`config.mk`:
```
export PLATFORM = sky130hd
export DESIGN_NAME = fidr_ctrl
export DESIGN_NICKNAME = d
export VERILOG_FILES = /design/src/fidr_pkg.sv /design/src/fidr_ctrl.sv
export SDC_FILE = /design/constraint.sdc
export NUM_CORES = 1
export LEC_CHECK = 0
export BUFFER_PORTS_ARGS = -buffer_cell sky130_fd_sc_hd__buf_2
export CAP_MARGIN = 20
export CORE_MARGIN = 3
export CORE_UTILIZATION = 50
export CTS_BUF_LIST = sky130_fd_sc_hd__clkbuf_4 sky130_fd_sc_hd__clkbuf_8
export DETAILED_ROUTE_END_ITERATION = 10
export PLACE_DENSITY = 0.73
export SLEW_MARGIN = 25
export SYNTH_ARGS = -nofsm -noshare
export SYNTH_HDL_FRONTEND = slang
export SYNTH_SLANG_ARGS = --single-unit
```
`constraint.sdc`:
```
create_clock -name i_clk -period 2.1 [get_ports i_clk]
set_input_delay 0.315 -clock i_clk [delete_from_list [all_inputs] [get_ports i_clk]]
set_output_delay 0.315 -clock i_clk [all_outputs]
set_load 0.005 [all_outputs]
```
`src/fidr_pkg.sv`:
```
// shared types, codes and constants of the fock integral digest block
package fidr_pkg;

    // input commands
    typedef enum logic [1:0] {
        CMD_LOAD   = 2'd0,
        CMD_DIGEST = 2'd1,
        CMD_READ   = 2'd2,
        CMD_CLEAR  = 2'd3
    } t_cmd;

    // configuration register indexes
    localparam logic [1:0] CFG_EXCHANGE   = 2'd0;
    localparam logic [1:0] CFG_LONG_RANGE = 2'd1;
    localparam logic [1:0] CFG_THRESHOLD  = 2'd2;
    localparam logic [1:0] CFG_ACTIVE     = 2'd3;

    // configuration reset values
    localparam logic [17:0] RST_EXCHANGE   = 18'h30000;
    localparam logic [17:0] RST_LONG_RANGE = 18'h00000;
    localparam logic [31:0] RST_THRESHOLD  = 32'd1;
    localparam logic [2:0]  RST_ACTIVE     = 3'd1;

    // sequencer states
    typedef enum logic [4:0] {
        ST_BOOT_CLR, ST_IDLE, ST_DISPATCH, ST_LOAD, ST_RD, ST_RD_CAP, ST_CLEAR,
        ST_SCR, ST_SCR_CHK, ST_EXC, ST_EXC_CAP, ST_VEC, ST_DRD, ST_DGET, ST_CMUL,
        ST_CCAP, ST_FRD, ST_FWR, ST_XRD, ST_XMUL, ST_XWR, ST_VNEXT, ST_DONE
    } t_state;

    // datapath operations
    typedef enum logic [4:0] {
        DP_NONE, DP_CAPTURE, DP_LOAD, DP_RD_CMD, DP_RES_FV, DP_CLR, DP_MUL_SCR,
        DP_SCR_CHK, DP_MUL_EXC, DP_CAP_EXC, DP_DRD, DP_DGET, DP_MUL_C, DP_CAP_C,
        DP_FRD, DP_FWR, DP_XRD, DP_MUL_X, DP_XWR, DP_PUSH
    } t_dp_op;

    typedef struct packed {
        t_dp_op     op;
        logic [3:0] step;
        logic [3:0] vec;
    } t_dp_cmd;

    typedef struct packed {
        t_cmd       cmd;
        logic       skip;
        logic       screened;
        logic       kind;
        logic       ratio_nz;
        logic [4:0] nv;
        logic       clr_last;
        logic       out_free;
    } t_dp_stat;

    // exchange updates: fock row, fock col, density row, density col (0 i, 1 j, 2 k, 3 l)
    localparam logic [1:0] XCHG_MAP [16][4] = '{
        '{2'd0, 2'd2, 2'd3, 2'd1}, '{2'd2, 2'd0, 2'd1, 2'd3},
        '{2'd3, 2'd0, 2'd1, 2'd2}, '{2'd0, 2'd3, 2'd2, 2'd1},
        '{2'd2, 2'd1, 2'd0, 2'd3}, '{2'd1, 2'd2, 2'd3, 2'd0},
        '{2'd3, 2'd1, 2'd0, 2'd2}, '{2'd1, 2'd3, 2'd2, 2'd0},
        '{2'd0, 2'd2, 2'd1, 2'd3}, '{2'd2, 2'd0, 2'd3, 2'd1},
        '{2'd3, 2'd0, 2'd2, 2'd1}, '{2'd0, 2'd3, 2'd1, 2'd2},
        '{2'd2, 2'd1, 2'd3, 2'd0}, '{2'd1, 2'd2, 2'd0, 2'd3},
        '{2'd3, 2'd1, 2'd2, 2'd0}, '{2'd1, 2'd3, 2'd0, 2'd2}
    };

endpackage

```
`src/fidr_ctrl.sv`:
```
// sequencer of the fock integral digest block
module fidr_ctrl
    import fidr_pkg::*;
(
    input  logic     i_clk,
    input  logic     i_rst_n,
    input  logic     i_s_tvalid,
    output logic     o_s_tready,
    input  t_dp_stat i_stat,
    output t_dp_cmd  o_cmd
);

    t_state     r_state, n_state;
    logic [3:0] r_step, n_step;
    logic [3:0] r_vec, n_vec;
    logic       w_last_vec;

    assign w_last_vec = ({1'b0, r_vec} + 5'd1) == i_stat.nv;

    // state and counters
    always_ff @(posedge i_clk) begin
        if (!i_rst_n) begin
            r_state <= ST_BOOT_CLR;
            r_step  <= '0;
            r_vec   <= '0;
        end else begin
            r_state <= n_state;
            r_step  <= n_step;
            r_vec   <= n_vec;
        end
    end

    // next state
    always_comb begin
        n_state = r_state;
        n_step  = r_step;
        n_vec   = r_vec;
        case (r_state)
            ST_BOOT_CLR: if (i_stat.clr_last) n_state = ST_IDLE;
            ST_IDLE:     if (i_s_tvalid) n_state = ST_DISPATCH;
            ST_DISPATCH: begin
                n_vec  = '0;
                n_step = '0;
                case (i_stat.cmd)
                    CMD_LOAD:   n_state = ST_LOAD;
                    CMD_READ:   n_state = ST_RD;
                    CMD_CLEAR:  n_state = ST_CLEAR;
                    CMD_DIGEST: n_state = i_stat.skip ? ST_DONE : ST_SCR;
                    default:    n_state = ST_DONE;
                endcase
            end
            ST_LOAD:    n_state = ST_DONE;
            ST_RD:      n_state = ST_RD_CAP;
            ST_RD_CAP:  n_state = ST_DONE;
            ST_CLEAR:   if (i_stat.clr_last) n_state = ST_DONE;
            ST_SCR:     n_state = ST_SCR_CHK;
            ST_SCR_CHK: n_state = i_stat.screened ? ST_DONE : ST_EXC;
            ST_EXC:     n_state = ST_EXC_CAP;
            ST_EXC_CAP: n_state = (i_stat.nv == 5'd0) ? ST_DONE : ST_VEC;
            ST_VEC: begin
                n_step  = '0;
                n_state = i_stat.kind ? ST_XRD : ST_DRD;
            end
            ST_DRD:     n_state = ST_DGET;
            ST_DGET: begin
                if (r_step[0]) begin
                    n_state = ST_CMUL;
                end else begin
                    n_step  = r_step + 4'd1;
                    n_state = ST_DRD;
                end
            end
            ST_CMUL:    n_state = ST_CCAP;
            ST_CCAP: begin
                if (r_step == 4'd3) begin
                    n_step  = '0;
                    n_state = ST_FRD;
                end else begin
                    n_step  = r_step + 4'd1;
                    n_state = ST_DRD;
                end
            end
            ST_FRD:     n_state = ST_FWR;
            ST_FWR: begin
                if (r_step == 4'd3) begin
                    n_step  = '0;
                    n_state = i_stat.ratio_nz ? ST_XRD : ST_VNEXT;
                end else begin
                    n_step  = r_step + 4'd1;
                    n_state = ST_FRD;
                end
            end
            ST_XRD:     n_state = ST_XMUL;
            ST_XMUL:    n_state = ST_XWR;
            ST_XWR: begin
                n_step = r_step + 4'd1;
                if (r_step == 4'd15) n_state = ST_VNEXT;
                else n_state = ST_XRD;
            end
            ST_VNEXT: begin
                if (w_last_vec) begin
                    n_state = ST_DONE;
                end else begin
                    n_vec   = r_vec + 4'd1;
                    n_state = ST_VEC;
                end
            end
            ST_DONE:    if (i_stat.out_free) n_state = ST_IDLE;
            default:    n_state = ST_IDLE;
        endcase
    end

    // datapath commands
    always_comb begin
        o_s_tready = 1'b0;
        o_cmd.op   = DP_NONE;
        o_cmd.step = r_step;
        o_cmd.vec  = r_vec;
        case (r_state)
            ST_BOOT_CLR: o_cmd.op = DP_CLR;
            ST_IDLE: begin
                o_s_tready = 1'b1;
                if (i_s_tvalid) o_cmd.op = DP_CAPTURE;
            end
            ST_LOAD:    o_cmd.op = DP_LOAD;
            ST_RD:      o_cmd.op = DP_RD_CMD;
            ST_RD_CAP:  o_cmd.op = DP_RES_FV;
            ST_CLEAR:   o_cmd.op = DP_CLR;
            ST_SCR:     o_cmd.op = DP_MUL_SCR;
            ST_SCR_CHK: o_cmd.op = DP_SCR_CHK;
            ST_EXC:     o_cmd.op = DP_MUL_EXC;
            ST_EXC_CAP: o_cmd.op = DP_CAP_EXC;
            ST_DRD:     o_cmd.op = DP_DRD;
            ST_DGET:    o_cmd.op = DP_DGET;
            ST_CMUL:    o_cmd.op = DP_MUL_C;
            ST_CCAP:    o_cmd.op = DP_CAP_C;
            ST_FRD:     o_cmd.op = DP_FRD;
            ST_FWR:     o_cmd.op = DP_FWR;
            ST_XRD:     o_cmd.op = DP_XRD;
            ST_XMUL:    o_cmd.op = DP_MUL_X;
            ST_XWR:     o_cmd.op = DP_XWR;
            ST_DONE:    if (i_stat.out_free) o_cmd.op = DP_PUSH;
            default:    o_cmd.op = DP_NONE;
        endcase
    end

endmodule

```
======== Word level (Yosys, flattened, before mapping) ========
Index checks and enable logic that the tools add are counted.
word-level totals
  output and inout port bits .............. 14
  register bits after elaboration ......... 13
cells by class
  equality and inequality tests ........... 34
  mux-type cells .......................... 25
  add/subtract/negate cells ............... 3
  reductions and logical operators ........ 12
operator list
  cell                                                             count
  5-bit one-hot mux with 22 select lines                           1
  5-bit one-hot mux with 19 select lines                           1
  5-bit 2-to-1 mux                                                 11
  5-bit by 4-bit == test with 1-bit output, second input constant  8
  5-bit == test, second input constant                             7
  5-bit by 3-bit == test with 1-bit output, second input constant  4
  5-bit one-hot mux with 4 select lines                            1
  4-bit one-hot mux with 4 select lines                            1
  4-bit 2-to-1 mux                                                 3
  2-bit != test, second input constant                             6
  5-bit by 2-bit == test with 1-bit output, second input constant  2
  5-bit logical NOT                                                2
  3-bit 2-to-1 mux                                                 3
  4-bit by 1-bit adder with 4-bit output, second input constant    2
  4-bit one-hot mux with 2 select lines                            1
  2-bit OR reduction                                               4
  4-bit by 1-bit adder with 5-bit output, second input constant    1
  5-bit by 1-bit == test with 1-bit output, second input constant  1
  5-bit == test                                                    1
  2-bit == test, second input constant                             2
  4-bit by 2-bit == test with 1-bit output, second input constant  1
  4-bit == test, second input constant                             1
  2-bit AND reduction                                              2
  4-bit AND reduction                                              1
  6 further kinds                                                  7

======== Logic depth before layout (Yosys ltp) ========
Gate-level depths: netlist (run 1).
  depth in word-level cells ............... 4
  depth in mapped cells ................... 8
  mapped depth without buffers ............ 6

======== Least setup slack after synthesis (run 1) ========
No wires, ideal clock.
  path type ............................... register -> register
  start ................................... register r_vec[0]
  end ..................................... register r_state[3]
  slack ................................... 0.254 ns
  path buffers ............................ 0
  arrival ................................. 1.732 ns
  cell stages (with the launch flop) ...... 7
  setup time .............................. 0.115 ns
  cells stage by stage .................... dfxtp_1 -> ha_1 -> xor2_1 -> a311o_1 -> a211oi_4 -> nor2_1 -> o21a_1
on the way
  cells in the longest elaborated chain, start to end .. 4
RTL lines
  element                                 line              source
  start: declaration                      fidr_ctrl.sv:15   logic [3:0] r_vec, n_vec;
  start signal: assignment                fidr_ctrl.sv:29   r_vec <= n_vec;
  4-bit by 1-bit adder with 5-bit output  fidr_ctrl.sv:18   assign w_last_vec = ({1'b0, r_vec} + 5'd1) == i_stat.nv;
  5-bit == test                           fidr_ctrl.sv:18
  5-bit 2-to-1 mux                        fidr_ctrl.sv:101  if (w_last_vec) begin
  5-bit one-hot mux with 22 select lines  fidr_ctrl.sv:38   case (r_state)
  end signal: assignment                  fidr_ctrl.sv:27   r_state <= n_state;
  end: declaration                        fidr_ctrl.sv:13   t_state r_state, n_state;
No other way between the ends.
A chain may end at the register's enable or synchronous reset.

==> metrics.md, run 1 <==
| Metric | Value |
|---|---|
| Status | finished, final reports clean |
| Distinct cells, synth | 63 |
| Net Count, Synth | 243 |
| Crit-path max FO | 16 |
| Asr flop ratio synth | 0% |
| Max transition margin | between 60 and 70% |
| Clk pin slew, worst setup/hold paths | about 0.08 ns |
| Worst vdd ir | ~340 uV |
| Initial core utilization | approximately 54% |
| Vias in the first global route | 1533 |
| Synth top area share | 16.7% |
| Complex-gate fraction of the synthesized area | ~34% |
| CP max-delay cell | or3_4 |
| Setup Viol. Count Final | 0 |
| P_leak | roughly 0.0007 uW |
| Drt wl/cell | approximately 15 um |
| CTS Hold Bufs | 0 |
| Slew @ Worst Pin | 0.501 ns |
| HP Class | in -> reg |
| Layout cell share with drive strength beyond 1 | between 20% and 30% |
| Crit path arrival time | roughly 1.7 ns |
| Final GP Congestion | about 0.96 |
| First-pass GRT wire length | roughly 7000 um |
| Mux contribution to synthesized area | less than 1% |
| Mean Syn Cell Area | about 7.0 um^2 |
| Seq cells post-synth | 13 |
| Initial antenna violation count | 0 |
| Area share of fa/ha/maj cells after synthesis | between 2 and 2.5% |
| DR iter-0 viols | 85 |
| CTS buffer count | 3 |
| Final worst-path cycle share | between 90% and 100% |
| Syn Inst Count | 224 |
| Final max-slew violation count | 0 |
| Syn-to-layout area delta | 20.8% |
| Max-cap viol count | 0 |
| Crit Path Category | reg -> out |
| Req. time, crit path | 1.78 ns |
| Die H | 61.9 um |
| Sequential cell area fraction in the yosys report | 16.7% |
| Via count | about 1.8k |
| GRT Resource Usage Total | between 20% and 30% |
| Post-synth EDFFs | 0 |
| DP Wirelength | around 3400 um |
| DIE WIDTH | around 62 um |
| WHS | roughly 0.40 ns |
| Largest family of logic cells by synthesized area | simple AND/OR/NAND/NOR gates |
| WL final | 4410 um |
| CP Buf/Inv Count | 3 |
| Io pins | 30 |
| Overflow after GRT | 0 |
| Ys flop type | dfxtp_1 |
| Mapped Area | about 1600 um^2 |
| Die area | about 3800 um^2 |
| # diodes | 0 |
| # nets final | 280 |
| Fin. Hold Viols | 0 |
| Min Tclk post-route | a little over 2 ns |
| CTS tree | yes |
| Max clock buf depth | 2 |
| Core area | around 2900 um^2 |
| Clk Latency, worst-skew pair | approximately 0.28 ns |
| Area contributors post-synth | dfxtp_1, nand2b_1, a21oi_1, nor2_1, nand2_1 |
| Endpoint type of the worst setup path | primary output |
| PwrDens | 284 nW/um^2 |
| Worst setup SP type | flop |
| Drt drc | 0 |
| Fin util | 65.6% |
| CP Cell Sequence | buf_4 > buf_6 > or3_4 > a21boi_0 > o22ai_1 > buf_2 |
| Post-route antenna net violation count | 0 |
| Layout Skew | 0.00340 ns |
| Post-Synth XOR/XNOR Area | 3.93% |
| Synth area leader | dfxtp_1 |
| Slowest stage delay, CP | around 0.4 ns |
| Fmax | ~500 MHz |
| IO buf count | 29 |
| H-tree depth | 1 |
| Synth warn | 0 |
| Drt first pass iters | 4 |
| Largest net degree at the start of global routing | 37 |
| Sum of negative setup slack | 0 ns |
| Row count | 19 |
| Via/cell ratio | between 5 and 6 |
| Delay-heaviest family, CP | buffers and inverters |
| Clk sinks | 13 |
| Root Driver | clkbuf_4 |
| Post-Synth Simple-Gate Area | between 30 and 40% |
power by group:
group	internal [uW]	total (uW)	switching (uW)	leakage, uW
clock network	86.6	169	82.2	0.0000184
logic	49.0	110	60.8	0.000582
registers	247	257	9.92	0.000107
routing by layer:
layer	up-vias	global-route usage (%)	routed length, um	part of all wire, %
li1	903	-	-	-
met1	826	34.1	2030	46
met2	63	36.0	2040	46
met3	6	5.79	294	6.7
met4	0	6.36	40	0.91
met5	-	0	0	0
cells by family (layout without fill, tap and decap cells):
| logic type | Yosys count | count (layout) |
|---|---|---|
| adder cells (fa/ha/maj) | 3 | 3 |
| multiplexers | 1 | 1 |
| XOR/XNOR | 7 | 7 |
| flip-flops | 13 | 13 |
| AO/OA/AOI/OAI | 74 | 74 |
| AND/OR/NAND/NOR | 103 | 103 |
| buffers and inverters | 23 | 59 |
state kept, by name, indices dropped and copies added, names as in the netlist:
register / flops
r_step: 4
r_state: 5
r_vec: 4
synth_stat cells (all sizes together), types with 3 or more instances:
cell type	count
nor3	9
xnor2	4
nor2b	7
inv	6
nand3	9
a211oi	4
nand2b	16
xor2	3
o22ai	4
clkbuf	4
nor3b	3
dfxtp	13
buf	13
a21oi	17
o21a	5
nand2	19
ha	3
nor2	22
o21ai	11
a31oi	4
path summary, 6_finish.rpt:
kind                           start  slack, ns                 endpoint  depth (start not counted)
max          r_state[4]$_SDFFE_PN0P_       0.06                 o_cmd[8]                          6
min                          i_rst_n       0.40  r_state[0]$_SDFFE_PN0P_                          3
max reg2reg   r_step[1]$_SDFFE_PN0P_       0.13   r_step[3]$_SDFFE_PN0P_                          5
min reg2reg    r_vec[1]$_SDFFE_PN0P_       0.52    r_vec[1]$_SDFFE_PN0P_                          2
stage by stage:
stage	cell area, um^2	std cells	total power, uW	setup slack, ns
3_5_place_dp	1840	298	371	0.0911
4_1_cts	1870	302	538	0.00190
5_1_grt	1890	302	562	-0.00211
2_1_floorplan	1560	224	329	0.254
6_report	1890	302	536	0.0569
3_3_place_gp	1840	298	371	0.0922
layout make-up:
type | count | area [um^2]
multi-input cells | 188 | 1200
fillers | 270 | 991
repair buffers | 49 | 312
flip-flops and latches | 13 | 269
well taps | 42 | 52.6
clock buffers | 4 | 30.0
inverters | 6 | 22.5
worst reg2reg max path, stage by stage (launching register included):
cell and delay [ns]:
dfxtp_1 0.40, ha_1 0.25, or3b_2 0.53, a32oi_2 0.34, nor2_1 0.09, o221a_2 0.27
placed cells by master, fill, tap and decap left out, types with 3 or more instances in the layout:
cell      netlist  final
buf_2          10     29
nor2_1         22     22
nand2_1        19     19
buf_4           2     18
a21oi_1        17     17
nand2b_1       15     15
dfxtp_1        13     10
nor3_1          9      9
o21ai_0         9      9
nand3_1         9      9
inv_1           6      6
nor2b_1         6      6
o21a_1          5      5
o22ai_1         4      4
xnor2_1         4      4
a31oi_1         4      4
clkbuf_4        0      4
a211oi_1        3      3
nor3b_1         3      3
xor2_1          3      3
ha_1            3      3
timing repair:
item,4_1_cts,5_1_grt
pin swaps,0,1
resized for setup,3,4
endpoints found under the setup margin,1,1
setup buffers,0,0
No activity file was read; power rests on OpenSTA's default activity.
==> run 2, diff against run 1 <==
Settings changed: CELL_PAD_IN_SITES_DETAIL_PLACEMENT set to 1, CELL_PAD_IN_SITES_GLOBAL_PLACEMENT set to 1, CORE_UTILIZATION 50 to 41, PLACE_DENSITY 0.73 to not set, PLACE_DENSITY_LB_ADDON set to 0.1.
==> metrics.md, run 2 (same netlist as run 1, synthesis figures left out) <==
| Metric | Value |
|---|---|
| Min Tclk post-route | 2.05 ns (+0.00922 ns) |
| HP Class | in -> reg |
| Fin util | 54.1% (-11 points) |
| CTS Hold Bufs | 0 (unchanged) |
| Layout cell share with drive strength beyond 1 | 24.2% (-0.38 points) |
| Crit path arrival time | 1.74 ns (about the same) |
| Die H | 67.7 um (+9.4%) |
| Final worst-path cycle share | 97.7% (+0.44 points) |
| Slew @ Worst Pin | 0.518 ns (+0.0173 ns) |
| Final GP Congestion | 0.847 (-11%) |
| Overflow after GRT | 0 (unchanged) |
| PwrDens | 330 nW/um^2 (+16%) |
| WL final | 5660 um (+28%) |
| Initial antenna violation count | 0 (unchanged) |
| Fin. Hold Viols | 0 (unchanged) |
| Post-route antenna net violation count | 0 (unchanged) |
| Endpoint type of the worst setup path | primary output |
| DR iter-0 viols | 109 (+28%) |
| P_leak | 0.000711 uW (+0.49%) |
| Clk pin slew, worst setup/hold paths | 0.06 ns (-0.02 ns) |
| Drt wl/cell | 18.5 um (+27%) |
| RSZ-0062 raised after global routing | yes |
| Worst setup SP type | flop |
| Worst vdd ir | 320 uV (-4.9%) |
| # diodes | 0 (unchanged) |
| Layout Skew | 0.00126 ns (-0.00214 ns) |
| H-tree depth | 1 (unchanged) |
| Status | finished, final reports clean |
| Drt drc | 0 (unchanged) |
| Max clock buf depth | 2 (unchanged) |
| Largest register FFs | 5 (unchanged) |
| Crit-path max FO | 10 (-6) |
| Sum of negative setup slack | 0 ns (unchanged) |
| Io pins | 30 (unchanged) |
| GRT Resource Usage Total | 26.9% (+3.0 points) |
| DIE WIDTH | 67.7 um (+9.4%) |
| Top flop regs | r_state x5, r_step x4, r_vec x4 |
| Clk sinks | 13 (unchanged) |
| Die area | 4590 um^2 (+20%) |
| Drt first pass iters | 4 (unchanged) |
| Post-CTS Setup Bufs | 0 (unchanged) |
| Via count | 1876 (+4.3%) |
| Req. time, crit path | 1.78 ns (about the same) |
| Top reg by flops | r_state |
| # nets final | 280 (unchanged) |
| Clk Latency, worst-skew pair | 0.25 ns (-0.03 ns) |
| CTS tree | yes |
| Largest net degree at the start of global routing | 24 (-35%) |
| Root Driver | clkbuf_8 |
| IO buf count | 29 (unchanged) |
| Core area | 3490 um^2 (+21%) |
| Max-cap viol count | 0 (unchanged) |
| Syn-to-layout area delta | 21.0% |
| CTS buffer count | 3 (unchanged) |
| Vias in the first global route | 1939 (+26%) |
| Fmax | 487 MHz (-0.45%) |
| Most frequent cells in the layout | buf_2, nor2_1, buf_4, nand2_1, a21oi_1 |
| Final max-slew violation count | 0 (unchanged) |
| Initial core utilization | 44.7% (-9.6 points) |
| Via/cell ratio | 6.13 (+3.0%) |
| DP Wirelength | 4450 um (+30%) |
| Commonest non-fill, non-tap cell in the layout | buf_2 |
| Filler instances | 473 (+75%) |
| First-pass GRT wire length | 9410 um (+34%) |
| Max transition margin | 65.2% (-0.55 points) |
| Crit Path Category | reg -> out |
| Row count | 21 (+2) |
| Setup Viol. Count Final | 0 (unchanged) |
-- run 2: worst paths after layout --
check                               start                      end  slack [ns]  depth (start not counted)
hold reg to reg     r_vec[1]$_SDFFE_PN0P_    r_vec[1]$_SDFFE_PN0P_        0.54                          2
setup / recovery  r_state[1]$_SDFFE_PN0P_                 o_cmd[8]        0.05                          6
hold / removal                    i_rst_n  r_state[0]$_SDFFE_PN0P_        0.44                          3
setup reg to reg   r_step[1]$_SDFFE_PN0P_  r_state[2]$_SDFFE_PN0P_        0.15                          6
-- run 2: power by group --
group	internal, uW	switching [uW]	total, uW
logic	50.7	66.6	117
clock network	147	101	248
registers	248	10.6	259
-- run 2: metrics by stage --
step           setup slack, ns  std cells  power, uW  hold WS (ns)  cell area (um^2)
2_1_floorplan            0.254        224        329         0.474              1560
3_3_place_gp             0.136        302        374         0.507              1830
3_5_place_dp            0.0818        302        381         0.537              1830
4_1_cts                 0.0463        306        629         0.435              1880
5_1_grt               -0.00727        306        651         0.475              1890
6_report                0.0477        306        624         0.440              1890
-- run 2: area by class of cell --
class	count	area, um^2	share of cell area (%)
clock buffer	4	48.8	2.58
timing repair buffer	49	295	15.6
multi-input combinational	188	1200	63.4
sequential	13	268	14.2
inverter	6	22.5	1.19
tap	46	57.6	3.05
-- run 2: worst max-delay path: stages, from the launching register on --
cell and delay (ns):
dfxtp_4 0.38, buf_4 0.16, nand2b_1 0.19, or3_1 0.36, a21boi_0 0.14, o22ai_1 0.13
buf_2 0.13
-- run 2: timing repair --
action / in CTS / in global routing
gates resized for setup: 2 / 3
endpoints found under the setup margin: 2 / 6
pin swaps: 0 / 1
-- run 2: routing by layer --
metal / global-route usage [%] / wire [um] / vias up
li1: - / - / 911
met1: 33.9 / 2500 / 909
met2: 46.3 / 2880 / 46
met3: 2.16 / 171 / 10
met4: 11.9 / 102 / 0
met5: 0 / 0 / -
